--- config.mk ---
export PLATFORM = sky130hd
export DESIGN_NAME = event_window_countdown
export DESIGN_NICKNAME = d
export VERILOG_FILES = /design/src/design/ewc_pkg.sv /design/src/design/ewc_front.sv /design/src/design/ewc_queue.sv /design/src/design/ewc_back.sv /design/src/design/event_window_countdown.sv
export SDC_FILE = /design/constraint.sdc
export NUM_CORES = 2
export LEC_CHECK = 0
export BUFFER_PORTS_ARGS = -buffer_cell sky130_fd_sc_hd__buf_2
export CORE_ASPECT_RATIO = 0.6
export CORE_UTILIZATION = 55
export CTS_CLUSTER_DIAMETER = 120
export CTS_CLUSTER_SIZE = 28
export DETAILED_ROUTE_END_ITERATION = 6
export GPL_TIMING_DRIVEN = 0
export PLACE_DENSITY = 0.72
export SKIP_CTS_REPAIR_TIMING = 1
export SYNTH_ARGS = -nofsm -noshare
export SYNTH_HDL_FRONTEND = slang
export SYNTH_HIERARCHICAL = 1
export SYNTH_SLANG_ARGS = --single-unit
export TNS_END_PERCENT = 50
--- constraint.sdc ---
create_clock -name clk -period 6.8 [get_ports clk]
set_input_delay 0.68 -clock clk [delete_from_list [all_inputs] [get_ports clk]]
set_output_delay 0.68 -clock clk [all_outputs]
set_load 0.02 [all_outputs]
--- src/design/ewc_pkg.sv ---
// Shared types, widths and constants for the event window countdown block.
`default_nettype none
package ewc_pkg;

  localparam int DAY_SECONDS   = 86400;
  localparam int MAX_TIMES_DEF = 16;

  localparam int IDX_W   = 4;
  localparam int TIME_W  = 17;
  localparam int NOW_W   = 32;
  localparam int NEXT_W  = 18;
  localparam int END_W   = 17;
  localparam int OFF_W   = 18;
  localparam int CNT_W   = 5;

  localparam int IN_DATA_W  = 56;
  localparam int OUT_DATA_W = 40;
  localparam int CFG_IDX_W  = 3;
  localparam int CFG_DATA_W = 18;

  // now_seconds mod 86400: 86400 = 675 << 7, quotient from the upper 25 bits
  // times ceil(2^35 / 675), exact for any 25-bit value
  localparam int DAY_LOW_W = 7;
  localparam int RECIP_W   = 26;
  localparam int RECIP_SH  = 35;
  localparam int QUO_W     = 16;
  localparam logic [RECIP_W-1:0] DAY_RECIP = RECIP_W'(50903317);
  // phase mod period: 18-bit dividend
  localparam int DIV_STEPS  = 18;
  localparam int DIV_STEP_W = 5;

  localparam logic CMD_LOAD  = 1'b0;
  localparam logic CMD_QUERY = 1'b1;

  typedef enum logic [CFG_IDX_W-1:0] {
    REG_LIST_MODE    = 3'd0,
    REG_PERIOD_LEN   = 3'd1,
    REG_PHASE_OFFSET = 3'd2,
    REG_WINDOW_LEN   = 3'd3,
    REG_TIME_COUNT   = 3'd4
  } cfg_reg_t;

  typedef struct packed {
    logic                    list_mode;
    logic [TIME_W-1:0]       period_len;
    logic signed [OFF_W-1:0] phase_offset;
    logic [TIME_W-1:0]       window_len;
    logic [CNT_W-1:0]        time_count;
  } cfg_t;

  typedef struct packed {
    logic              cmd;
    logic [IDX_W-1:0]  idx;
    logic [TIME_W-1:0] start;
    logic [TIME_W-1:0] sod;
  } item_t;

endpackage
`default_nettype wire

--- src/design/ewc_front.sv ---
// Front end: accepts input beats and reduces query time to second of day.
`default_nettype none
module ewc_front (
  input  wire logic                          clk,
  input  wire logic                          rst_n,
  input  wire logic                          in_tvalid,
  output logic                               in_tready,
  input  wire logic [ewc_pkg::IN_DATA_W-1:0] in_tdata,  // entry_index, start_time, now_seconds
  input  wire logic                          in_tuser,  // command
  output logic                               push_valid,
  input  wire logic                          push_ready,
  output ewc_pkg::item_t                     push_item
);

  typedef enum logic [1:0] {F_IDLE, F_MUL, F_RED, F_PUSH} fstate_t;

  localparam int HI_W   = ewc_pkg::NOW_W - ewc_pkg::DAY_LOW_W;
  localparam int PROD_W = HI_W + ewc_pkg::RECIP_W;

  fstate_t                          state_r, state_nxt;
  logic                             cmd_r, cmd_nxt;
  logic [ewc_pkg::IDX_W-1:0]        idx_r, idx_nxt;
  logic [ewc_pkg::TIME_W-1:0]       start_r, start_nxt;
  logic [ewc_pkg::NOW_W-1:0]        rem_r, rem_nxt;
  logic [ewc_pkg::QUO_W-1:0]        quo_r, quo_nxt;
  logic [PROD_W-1:0]                prod;
  logic [ewc_pkg::NOW_W-1:0]        quo_day;

  assign in_tready  = (state_r == F_IDLE);
  assign push_valid = (state_r == F_PUSH);
  assign push_item  = '{cmd: cmd_r, idx: idx_r, start: start_r,
                        sod: rem_r[ewc_pkg::TIME_W-1:0]};
  assign prod       = PROD_W'(rem_r[ewc_pkg::NOW_W-1:ewc_pkg::DAY_LOW_W]) *
                      PROD_W'(ewc_pkg::DAY_RECIP);
  assign quo_day    = ewc_pkg::NOW_W'(quo_r) * ewc_pkg::NOW_W'(ewc_pkg::DAY_SECONDS);

  always_comb begin
    state_nxt = state_r;
    cmd_nxt   = cmd_r;
    idx_nxt   = idx_r;
    start_nxt = start_r;
    rem_nxt   = rem_r;
    quo_nxt   = quo_r;
    case (state_r)
      F_IDLE: begin
        if (in_tvalid) begin
          cmd_nxt   = in_tuser;
          idx_nxt   = in_tdata[3:0];
          start_nxt = in_tdata[20:4];
          rem_nxt   = in_tdata[52:21];
          state_nxt = (in_tuser == ewc_pkg::CMD_QUERY) ? F_MUL : F_PUSH;
        end
      end
      F_MUL: begin
        quo_nxt   = prod[ewc_pkg::RECIP_SH +: ewc_pkg::QUO_W];
        state_nxt = F_RED;
      end
      F_RED: begin
        rem_nxt   = rem_r - quo_day;
        state_nxt = F_PUSH;
      end
      F_PUSH: begin
        if (push_ready) begin
          state_nxt = F_IDLE;
        end
      end
      default: state_nxt = F_IDLE;
    endcase
  end

  always_ff @(posedge clk) begin
    if (!rst_n) begin
      state_r <= F_IDLE;
    end else begin
      state_r <= state_nxt;
    end
    cmd_r   <= cmd_nxt;
    idx_r   <= idx_nxt;
    start_r <= start_nxt;
    rem_r   <= rem_nxt;
    quo_r   <= quo_nxt;
  end

endmodule
`default_nettype wire

--- src/design/ewc_queue.sv ---
// Two-entry queue between front end and back end.
`default_nettype none
module ewc_queue (
  input  wire logic            clk,
  input  wire logic            rst_n,
  input  wire logic            push_valid,
  input  ewc_pkg::item_t       push_item,
  output logic                 full,
  input  wire logic            pop,
  output ewc_pkg::item_t       pop_item,
  output logic                 empty
);

  ewc_pkg::item_t slot_r [2];
  logic           wp_r, wp_nxt;
  logic           rp_r, rp_nxt;
  logic [1:0]     cnt_r, cnt_nxt;
  logic           do_push;

  assign full     = (cnt_r == 2'd2);
  assign empty    = (cnt_r == 2'd0);
  assign do_push  = push_valid && !full;
  assign pop_item = slot_r[rp_r];

  always_comb begin
    wp_nxt  = do_push ? ~wp_r : wp_r;
    rp_nxt  = pop ? ~rp_r : rp_r;
    cnt_nxt = cnt_r + {1'b0, do_push} - {1'b0, pop};
  end

  always_ff @(posedge clk) begin
    if (!rst_n) begin
      wp_r  <= 1'b0;
      rp_r  <= 1'b0;
      cnt_r <= 2'd0;
    end else begin
      wp_r  <= wp_nxt;
      rp_r  <= rp_nxt;
      cnt_r <= cnt_nxt;
    end
    if (do_push) begin
      slot_r[wp_r] <= push_item;
    end
  end

endmodule
`default_nettype wire

--- src/design/ewc_back.sv ---
// Back end: start time table, list walk, periodic phase divider, result register.
`default_nettype none
module ewc_back #(
  parameter int MAX_TIMES = ewc_pkg::MAX_TIMES_DEF
) (
  input  wire logic                           clk,
  input  wire logic                           rst_n,
  input  ewc_pkg::cfg_t                       cfg,
  input  wire logic                           q_empty,
  input  ewc_pkg::item_t                      q_item,
  output logic                                q_pop,
  output logic                                out_tvalid,
  input  wire logic                           out_tready,
  output logic [ewc_pkg::OUT_DATA_W-1:0]      out_tdata  // next_valid, next_seconds, is_active, end_seconds
);

  localparam int AW = (MAX_TIMES > 1) ? $clog2(MAX_TIMES) : 1;
  localparam int CW = $clog2(MAX_TIMES + 1);
  localparam int TW = ewc_pkg::TIME_W;
  localparam int NW = ewc_pkg::NEXT_W;

  typedef enum logic [2:0] {B_IDLE, B_LIST, B_LFIN, B_PDIV, B_PFIN, B_OUT} bstate_t;

  logic [TW-1:0] mem [MAX_TIMES];
  logic [TW-1:0] rd_data_r;

  bstate_t                        state_r, state_nxt;
  logic [TW-1:0]                  sod_r, sod_nxt;
  logic                           valid_r, valid_nxt;
  logic [NW-1:0]                  next_r, next_nxt;
  logic                           act_r, act_nxt;
  logic [ewc_pkg::END_W-1:0]      end_r, end_nxt;
  logic                           decided_r, decided_nxt;
  logic                           first_r, first_nxt;
  logic [TW-1:0]                  t0_r, t0_nxt;
  logic [CW-1:0]                  iss_r, iss_nxt;
  logic                           rv_r, rv_nxt;
  logic [NW-1:0]                  rem_r, rem_nxt;
  logic [NW-1:0]                  dvd_r, dvd_nxt;
  logic                           neg_r, neg_nxt;
  logic [ewc_pkg::DIV_STEP_W-1:0] step_r, step_nxt;
  logic                           out_tvalid_r, out_tvalid_nxt;
  logic [ewc_pkg::OUT_DATA_W-1:0] out_tdata_r, out_tdata_nxt;

  logic [CW-1:0]  cnt_sat;
  logic           mem_we, mem_re;
  logic [NW:0]    diff;
  logic [NW-1:0]  tr;
  logic [NW-1:0]  p_ext;
  logic [NW-1:0]  dur_ext;
  logic [NW-1:0]  phase;
  logic [NW-1:0]  tend;
  logic           lt, inwin;

  assign cnt_sat = (32'(cfg.time_count) > 32'(MAX_TIMES)) ? CW'(MAX_TIMES)
                                                          : CW'(cfg.time_count);
  assign p_ext   = {1'b0, cfg.period_len};
  assign dur_ext = {1'b0, cfg.window_len};
  assign q_pop   = (state_r == B_IDLE) && !q_empty;
  assign mem_we  = q_pop && (q_item.cmd == ewc_pkg::CMD_LOAD) &&
                   (32'(q_item.idx) < 32'(MAX_TIMES));
  assign mem_re  = (state_r == B_LIST) && (iss_r < cnt_sat);

  assign diff  = (NW+1)'($signed({3'b000, q_item.sod})) -
                 (NW+1)'(cfg.phase_offset);
  assign tr    = {rem_r[NW-2:0], dvd_r[NW-1]};
  assign phase = (neg_r && (rem_r != '0)) ? (p_ext - rem_r) : rem_r;
  assign tend  = {1'b0, rd_data_r} + dur_ext;
  assign lt    = (sod_r < rd_data_r);
  assign inwin = ({1'b0, sod_r} < tend);

  assign out_tvalid = out_tvalid_r;
  assign out_tdata  = out_tdata_r;

  always_ff @(posedge clk) begin
    if (mem_we) begin
      mem[AW'(q_item.idx)] <= q_item.start;
    end
    if (mem_re) begin
      rd_data_r <= mem[iss_r[AW-1:0]];
    end
  end

  always_comb begin
    state_nxt      = state_r;
    sod_nxt        = sod_r;
    valid_nxt      = valid_r;
    next_nxt       = next_r;
    act_nxt        = act_r;
    end_nxt        = end_r;
    decided_nxt    = decided_r;
    first_nxt      = first_r;
    t0_nxt         = t0_r;
    iss_nxt        = iss_r;
    rv_nxt         = 1'b0;
    rem_nxt        = rem_r;
    dvd_nxt        = dvd_r;
    neg_nxt        = neg_r;
    step_nxt       = step_r;
    out_tvalid_nxt = out_tvalid_r && !out_tready;
    out_tdata_nxt  = out_tdata_r;
    case (state_r)
      B_IDLE: begin
        if (!q_empty && (q_item.cmd == ewc_pkg::CMD_QUERY)) begin
          sod_nxt     = q_item.sod;
          valid_nxt   = 1'b0;
          next_nxt    = '0;
          act_nxt     = 1'b0;
          end_nxt     = '0;
          decided_nxt = 1'b0;
          first_nxt   = 1'b1;
          iss_nxt     = '0;
          neg_nxt     = diff[NW];
          dvd_nxt     = diff[NW] ? NW'(-diff) : diff[NW-1:0];
          rem_nxt     = '0;
          step_nxt    = '0;
          if (cfg.list_mode) begin
            if (cnt_sat == '0) begin
              state_nxt = B_OUT;
            end else begin
              valid_nxt = 1'b1;
              state_nxt = B_LIST;
            end
          end else if (cfg.period_len == '0) begin
            state_nxt = B_OUT;
          end else begin
            valid_nxt = 1'b1;
            state_nxt = B_PDIV;
          end
        end
      end
      B_LIST: begin
        if (mem_re) begin
          iss_nxt = iss_r + 1'b1;
          rv_nxt  = 1'b1;
        end
        if (rv_r) begin
          if (first_r) begin
            t0_nxt    = rd_data_r;
            first_nxt = 1'b0;
          end
          if (!decided_r) begin
            if (lt) begin
              next_nxt    = NW'(rd_data_r) - NW'(sod_r);
              decided_nxt = 1'b1;
            end else if (inwin) begin
              next_nxt    = '0;
              decided_nxt = 1'b1;
            end
          end
          if (!act_r && !lt && inwin) begin
            act_nxt = 1'b1;
            end_nxt = ewc_pkg::END_W'(tend - NW'(sod_r));
          end
        end
        if (!mem_re && !rv_r) begin
          state_nxt = B_LFIN;
        end
      end
      B_LFIN: begin
        if (!decided_r) begin
          next_nxt = NW'((NW+1)'(ewc_pkg::DAY_SECONDS) - (NW+1)'(sod_r) + (NW+1)'(t0_r));
        end
        state_nxt = B_OUT;
      end
      B_PDIV: begin
        rem_nxt  = (tr >= p_ext) ? (tr - p_ext) : tr;
        dvd_nxt  = dvd_r << 1;
        step_nxt = step_r + 1'b1;
        if (step_r == ewc_pkg::DIV_STEP_W'(ewc_pkg::DIV_STEPS-1)) begin
          state_nxt = B_PFIN;
        end
      end
      B_PFIN: begin
        next_nxt = p_ext - phase;
        if (phase < dur_ext) begin
          act_nxt = 1'b1;
          end_nxt = ewc_pkg::END_W'(dur_ext - phase);
        end
        state_nxt = B_OUT;
      end
      B_OUT: begin
        if (!out_tvalid_r || out_tready) begin
          out_tvalid_nxt = 1'b1;
          out_tdata_nxt  = {3'b000, end_r, act_r, next_r, valid_r};
          state_nxt      = B_IDLE;
        end
      end
      default: state_nxt = B_IDLE;
    endcase
  end

  always_ff @(posedge clk) begin
    if (!rst_n) begin
      state_r      <= B_IDLE;
      rv_r         <= 1'b0;
      out_tvalid_r <= 1'b0;
    end else begin
      state_r      <= state_nxt;
      rv_r         <= rv_nxt;
      out_tvalid_r <= out_tvalid_nxt;
    end
    sod_r       <= sod_nxt;
    valid_r     <= valid_nxt;
    next_r      <= next_nxt;
    act_r       <= act_nxt;
    end_r       <= end_nxt;
    decided_r   <= decided_nxt;
    first_r     <= first_nxt;
    t0_r        <= t0_nxt;
    iss_r       <= iss_nxt;
    rem_r       <= rem_nxt;
    dvd_r       <= dvd_nxt;
    neg_r       <= neg_nxt;
    step_r      <= step_nxt;
    out_tdata_r <= out_tdata_nxt;
  end

endmodule
`default_nettype wire

--- src/design/event_window_countdown.sv ---
// Top level of the event window countdown: config registers, front end, queue, back end.
`default_nettype none
// Load beats (tuser 0) write one start second of day into the table and give no result;
// query beats (tuser 1) give one result each. The front end reduces now_seconds to the
// second of day with a reciprocal multiply and a subtract. A two-entry queue then feeds
// the back end, which for a query walks the table at one entry per cycle through its
// registered read port (time_count capped at MAX_TIMES) or, in periodic mode, runs an
// 18-step restoring divider for the phase; a query with no schedule goes straight to
// the result. Front and back overlap, so the sustained rate is set by the slower of
// the two sides. The result sits in an output register and the front end keeps accepting
// while it waits, until the queue fills.
module event_window_countdown #(
  parameter int MAX_TIMES = ewc_pkg::MAX_TIMES_DEF
) (
  input  wire logic                            clk,
  input  wire logic                            rst_n,
  input  wire logic                            in_tvalid,
  output logic                                 in_tready,
  input  wire logic [ewc_pkg::IN_DATA_W-1:0]   in_tdata,   // entry_index, start_time, now_seconds
  input  wire logic                            in_tuser,   // command
  output logic                                 out_tvalid,
  input  wire logic                            out_tready,
  output logic [ewc_pkg::OUT_DATA_W-1:0]       out_tdata,  // next_valid, next_seconds,
                                                           // is_active, end_seconds
  input  wire logic                            cfg_we,
  input  wire logic [ewc_pkg::CFG_IDX_W-1:0]   cfg_index,
  input  wire logic [ewc_pkg::CFG_DATA_W-1:0]  cfg_wdata
);

  ewc_pkg::cfg_t  cfg_r;
  ewc_pkg::item_t push_item;
  ewc_pkg::item_t pop_item;
  logic           push_valid;
  logic           q_full;
  logic           q_empty;
  logic           q_pop;

  always_ff @(posedge clk) begin
    if (!rst_n) begin
      cfg_r <= '0;
    end else if (cfg_we) begin
      case (cfg_index)
        ewc_pkg::REG_LIST_MODE:    cfg_r.list_mode    <= cfg_wdata[0];
        ewc_pkg::REG_PERIOD_LEN:   cfg_r.period_len   <= cfg_wdata[16:0];
        ewc_pkg::REG_PHASE_OFFSET: cfg_r.phase_offset <= $signed(cfg_wdata[17:0]);
        ewc_pkg::REG_WINDOW_LEN:   cfg_r.window_len   <= cfg_wdata[16:0];
        ewc_pkg::REG_TIME_COUNT:   cfg_r.time_count   <= cfg_wdata[4:0];
        default: ;
      endcase
    end
  end

  ewc_front u_front (
    .clk        (clk),
    .rst_n      (rst_n),
    .in_tvalid  (in_tvalid),
    .in_tready  (in_tready),
    .in_tdata   (in_tdata),
    .in_tuser   (in_tuser),
    .push_valid (push_valid),
    .push_ready (!q_full),
    .push_item  (push_item)
  );

  ewc_queue u_queue (
    .clk        (clk),
    .rst_n      (rst_n),
    .push_valid (push_valid),
    .push_item  (push_item),
    .full       (q_full),
    .pop        (q_pop),
    .pop_item   (pop_item),
    .empty      (q_empty)
  );

  ewc_back #(
    .MAX_TIMES (MAX_TIMES)
  ) u_back (
    .clk        (clk),
    .rst_n      (rst_n),
    .cfg        (cfg_r),
    .q_empty    (q_empty),
    .q_item     (pop_item),
    .q_pop      (q_pop),
    .out_tvalid (out_tvalid),
    .out_tready (out_tready),
    .out_tdata  (out_tdata)
  );

  a_pop_nonempty: assert property (@(posedge clk) disable iff (!rst_n)
    q_pop |-> !q_empty)
    else $error("queue popped while empty");

  a_front_busy: assert property (@(posedge clk) disable iff (!rst_n)
    (in_tvalid && in_tready) |=> !in_tready)
    else $error("front end ready right after accepting a beat");

  a_push_lands: assert property (@(posedge clk) disable iff (!rst_n)
    (push_valid && !q_full) |=> !q_empty)
    else $error("pushed item missing from queue");

endmodule
`default_nettype wire

==> summary.txt <==
Run status
  • Run status: complete, no violations

Yosys
  • Post-synthesis cell type count: 103
  • Complex-gate fraction of the synthesized area: a little under a tenth
  • Count of synthesis-stage warnings from yosys: 6
  • Post-synthesis average cell area: 11.72 µm²
  • Post-Syn Instances: 3999
  • EDFF count, synth: a little under 600
  • Synth Register Bits: 664
  • Simple logic cell fraction of the synthesized area: 7.178%
  • Largest family of logic cells by synthesized area: adder cells
  • Fraction of registers with async set or reset after synthesis: 0%
  • Parity-gate share of the synthesized area counting xor and xnor cells: 3.693%
  • Synth Flop Type: edfxtp_1
  • Combined area of all synthesized cells: 46860 µm²
  • Mux contribution to synthesized area: under 10%
  • Proportion of synthesized chip area in sequential cells: 41.06%
  • Adder and majority gate portion of the synthesized area: 25.56%

Floorplanning
  • Area of the core: about 84000 µm²
  • I/O pin count: approximately 130
  • Cell row count: 82
  • Chip Height: 228.1 µm
  • Initial cell density of the core: a little under three fifths
  • Full die area: 86400 µm²
  • Horiz. Die Dim: roughly 380 µm

Routing
  • First-pass iteration count of the detailed router: 5
  • Routed via count: around 31000
  • Via/cell ratio: between 5 and 6
  • Post-route ant nets: 0
  • Drt first-iter violations: 2868
  • DRC violations left: 0
  • Detailed-route wire length: around 120000 µm
  • Routed WL per cell: ~22 µm

Clock network
  • Clock tree root driver cell: clkbuf_16
  • Clock tree from TritonCTS: done
  • CTS H-tree depth: 1
  • Worst-skew pair later-pin latency: approximately 670 ps
  • Clk slew on worst S/H paths: 110 ps
  • Clock sinks: roughly 660
  • Number of buffers created by CTS: 28
  • Clock Tree Buf Depth: 3

STA
  • Fraction of the cycle the final worst path needs: between 90% and 100%
  • Total setup violations reported at the end of the flow: 0
  • RSZ-0062 raised after global routing: true
  • Number of slew-limit violations in the final report: 0
  • Slew @ Worst Pin: 1352 ps
  • Worst rel slew slack: just under 10%
  • Final-report hold violation count: 0
  • Peak clock frequency supported by timing: 148.2 MHz
  • Min Clock Period, post-route: a little under 7000 ps
  • Fin Clk Skew: 62.96 ps

Global routing
  • Maximum number of pins on one net before global-route repair: 33
  • Total gr overflow: 0
  • Antenna violations before repair: 8
  • Wire length of the first global-routing pass: 180900 µm
  • Via count of the first global-routing pass: 29596
  • Global Route Usage Sum: 28.02%

Critical path
  • Kind of capture point of the worst setup path: flip-flop
  • FF-to-FF path depth: 20
  • Termination of the worst setup path: u_front/quo_r[10]
  • CP required: around 7300 ps
  • Reg-to-Reg Start: u_front/rem_r[15]
  • Critical path fanouts, max: 8
  • WP data arrival: 7200 ps
  • Reg2Reg Setup Slack: around 54 ps
  • Crit Reg-Reg Endpoint: u_front/quo_r[10]
  • Crit path launch: u_front/rem_r[15]
  • Setup CP Type: reg2reg
  • Crit start category: flip-flop

Hold path
  • Hold path start: in_tdata[5]
  • Path category of the worst min-delay check: in2reg

Place
  • HPWL after detailed placement: between 90000 and 100000 µm
  • Count of buffers inserted at the top-level ports: ~120
  • Placer's final routability congestion estimate: roughly 0.98
  • Placed Instance Area: between 40000 and 50000 µm²

Final layout
  • Highest-count cells in the layout ignoring fill and taps: inv_1, ha_1, edfxtp_1, fa_1, nand2_1
  • Register Area: 19240 µm²
  • Commonest non-fill, non-tap cell in the layout: inv_1
  • Share of final-layout standard cells stronger than drive strength 1: roughly 13%
  • Area taken by multi-input logic gates: between 20000 and 25000 µm²
  • Total number of nets in the final design: between 5000 and 6000
  • Area of all placed cells without fillers: just over 50000 µm²
  • Layout Area Growth over Synthesis: 9.183%
  • Filler cell count: between 6000 and 7000

Flow run
  • MaxCap Viol Count: 0
## stage by stage
step | TNS, ps | hold slack, ps | setup WS (ps) | utilization (%) | cells
floorplan | 0 | 400.3 | 731.4 | - | 4001
global placement | -7881 | 403.9 | -725.9 | 58.23 | 5253
detailed placement | -3030 | 404.5 | -630.9 | 58.82 | 5279
CTS | -3579 | 140.9 | -685.8 | 59.84 | 5330
global route | -196.1 | 139.5 | -75.67 | 60.95 | 5437
finish | 0 | 177.7 | 54.35 | 60.96 | 5439
## cell families (layout without fill, tap and decap cells)
group / Yosys count / after routing
AO/OA/AOI/OAI: 662 / 662
XOR/XNOR: 196 / 196
adder cells (fa/ha/maj): 827 / 827
buffers and inverters: 739 / 1041
flip-flops: 664 / 664
multiplexers: 210 / 210
other: 1 / 5
AND/OR/NAND/NOR: 700 / 700
## metal layers
layer	track usage [%]	wire [µm]	vias to the layer above
met2	36.83	46560	1248
met4	4.183	1879	8
met5	0	49	-
met1	44.81	58300	15192
met3	9.424	14480	119
li1	-	-	14702
## cell type report
class,count,share of cell area (%)
Multi-Input combinational cell,2598,48.62
Inverter,637,4.674
Sequential cell,664,37.61
Timing Repair Buffer,251,3.578
Tap cell,1134,2.773
Clock buffer,45,1.494
Buffer,102,1.074
Clock inverter,6,0.1761
Antenna cell,2,0.009783
## worst min path at each step
stage	to	slack [ps]	cells after the start
after CTS	u_front/start_r[6]	140	1
after global routing	u_front/idx_r[0]	140	1
after floorplan	u_back/out_tdata[0]	400	0
after global placement	u_back/out_tdata[21]	400	0
final	u_front/start_r[1]	180	1
after detailed placement	u_back/out_tdata[14]	400	0
## cells in the mapped netlist, drive strengths merged (7+ instances only)
cell type    n  area (µm²)
dfxtp       70        1401
or3         20       125.1
a211oi      22       180.2
nor2b       46       287.8
a31oi       24       156.4
o211ai       9       67.56
o31ai       13       102.6
xnor2      112       980.9
mux4        85        1914
o21a        33       247.7
edfxtp     594       17840
o2111ai      9       85.08
nand3       53       265.3
o21bai      30       225.2
nor4        17       112.6
nand2      219       822.0
fa         218        4364
a31o         9       78.83
nor2       161       604.3
a21boi      14       105.1
inv        636        2387
and3        13       81.33
a211o        7       61.31
nand2b      40       250.2
nand4       26       162.7
o22ai       19       118.9
o221ai      11       96.34
clkbuf      50       188.9
and2        14       87.58
o21ai      134       670.6
mux2        60       713.2
or2         13       81.34
ha         605        7570
nor3        53       265.3
xor2        83       727.0
mux2i       65       650.6
a21oi      196       992.2
a21o        74       559.3
buf         52       360.3
## state kept, by name, summed over array words and instances (netlist names), 3 cells and up, named ones only
| register | count |
|---|---|
| u_back/sod_r | 17 |
| u_back/iss_r | 5 |
| u_back/step_r | 5 |
| u_back/next_r | 18 |
| u_front/rem_r | 32 |
| u_back/end_r | 17 |
| u_front/idx_r | 4 |
| u_front/quo_r | 16 |
| u_back/dvd_r | 18 |
| u_back/state_r | 3 |
| u_queue/slot_r | 78 |
| u_back/out_tdata | 37 |
| u_back/rd_data_r | 17 |
| u_back/rem_r | 18 |
| u_front/start_r | 17 |
| u_back/mem | 272 |
| u_back/t0_r | 17 |
| cfg_r | 58 |
## worst max-delay path: stages (launching register included)
cell and delay (ps):
edfxtp_1 620, buf_4 300, fa_1 440, ha_1 230, fa_1 510, inv_1 50, fa_1 500, fa_1 550
inv_1 50, fa_1 510, fa_1 450, ha_1 320, nand4_1 160, nor2_1 310, nand3_1 190, nor3_4 310
o21ai_4 150, a21o_1 220, o21ai_1 210, a21oi_1 110, xnor2_1 320
Power is not shown: default switching activity piles up to over one toggle a cycle in this logic, so the estimate is an artifact.
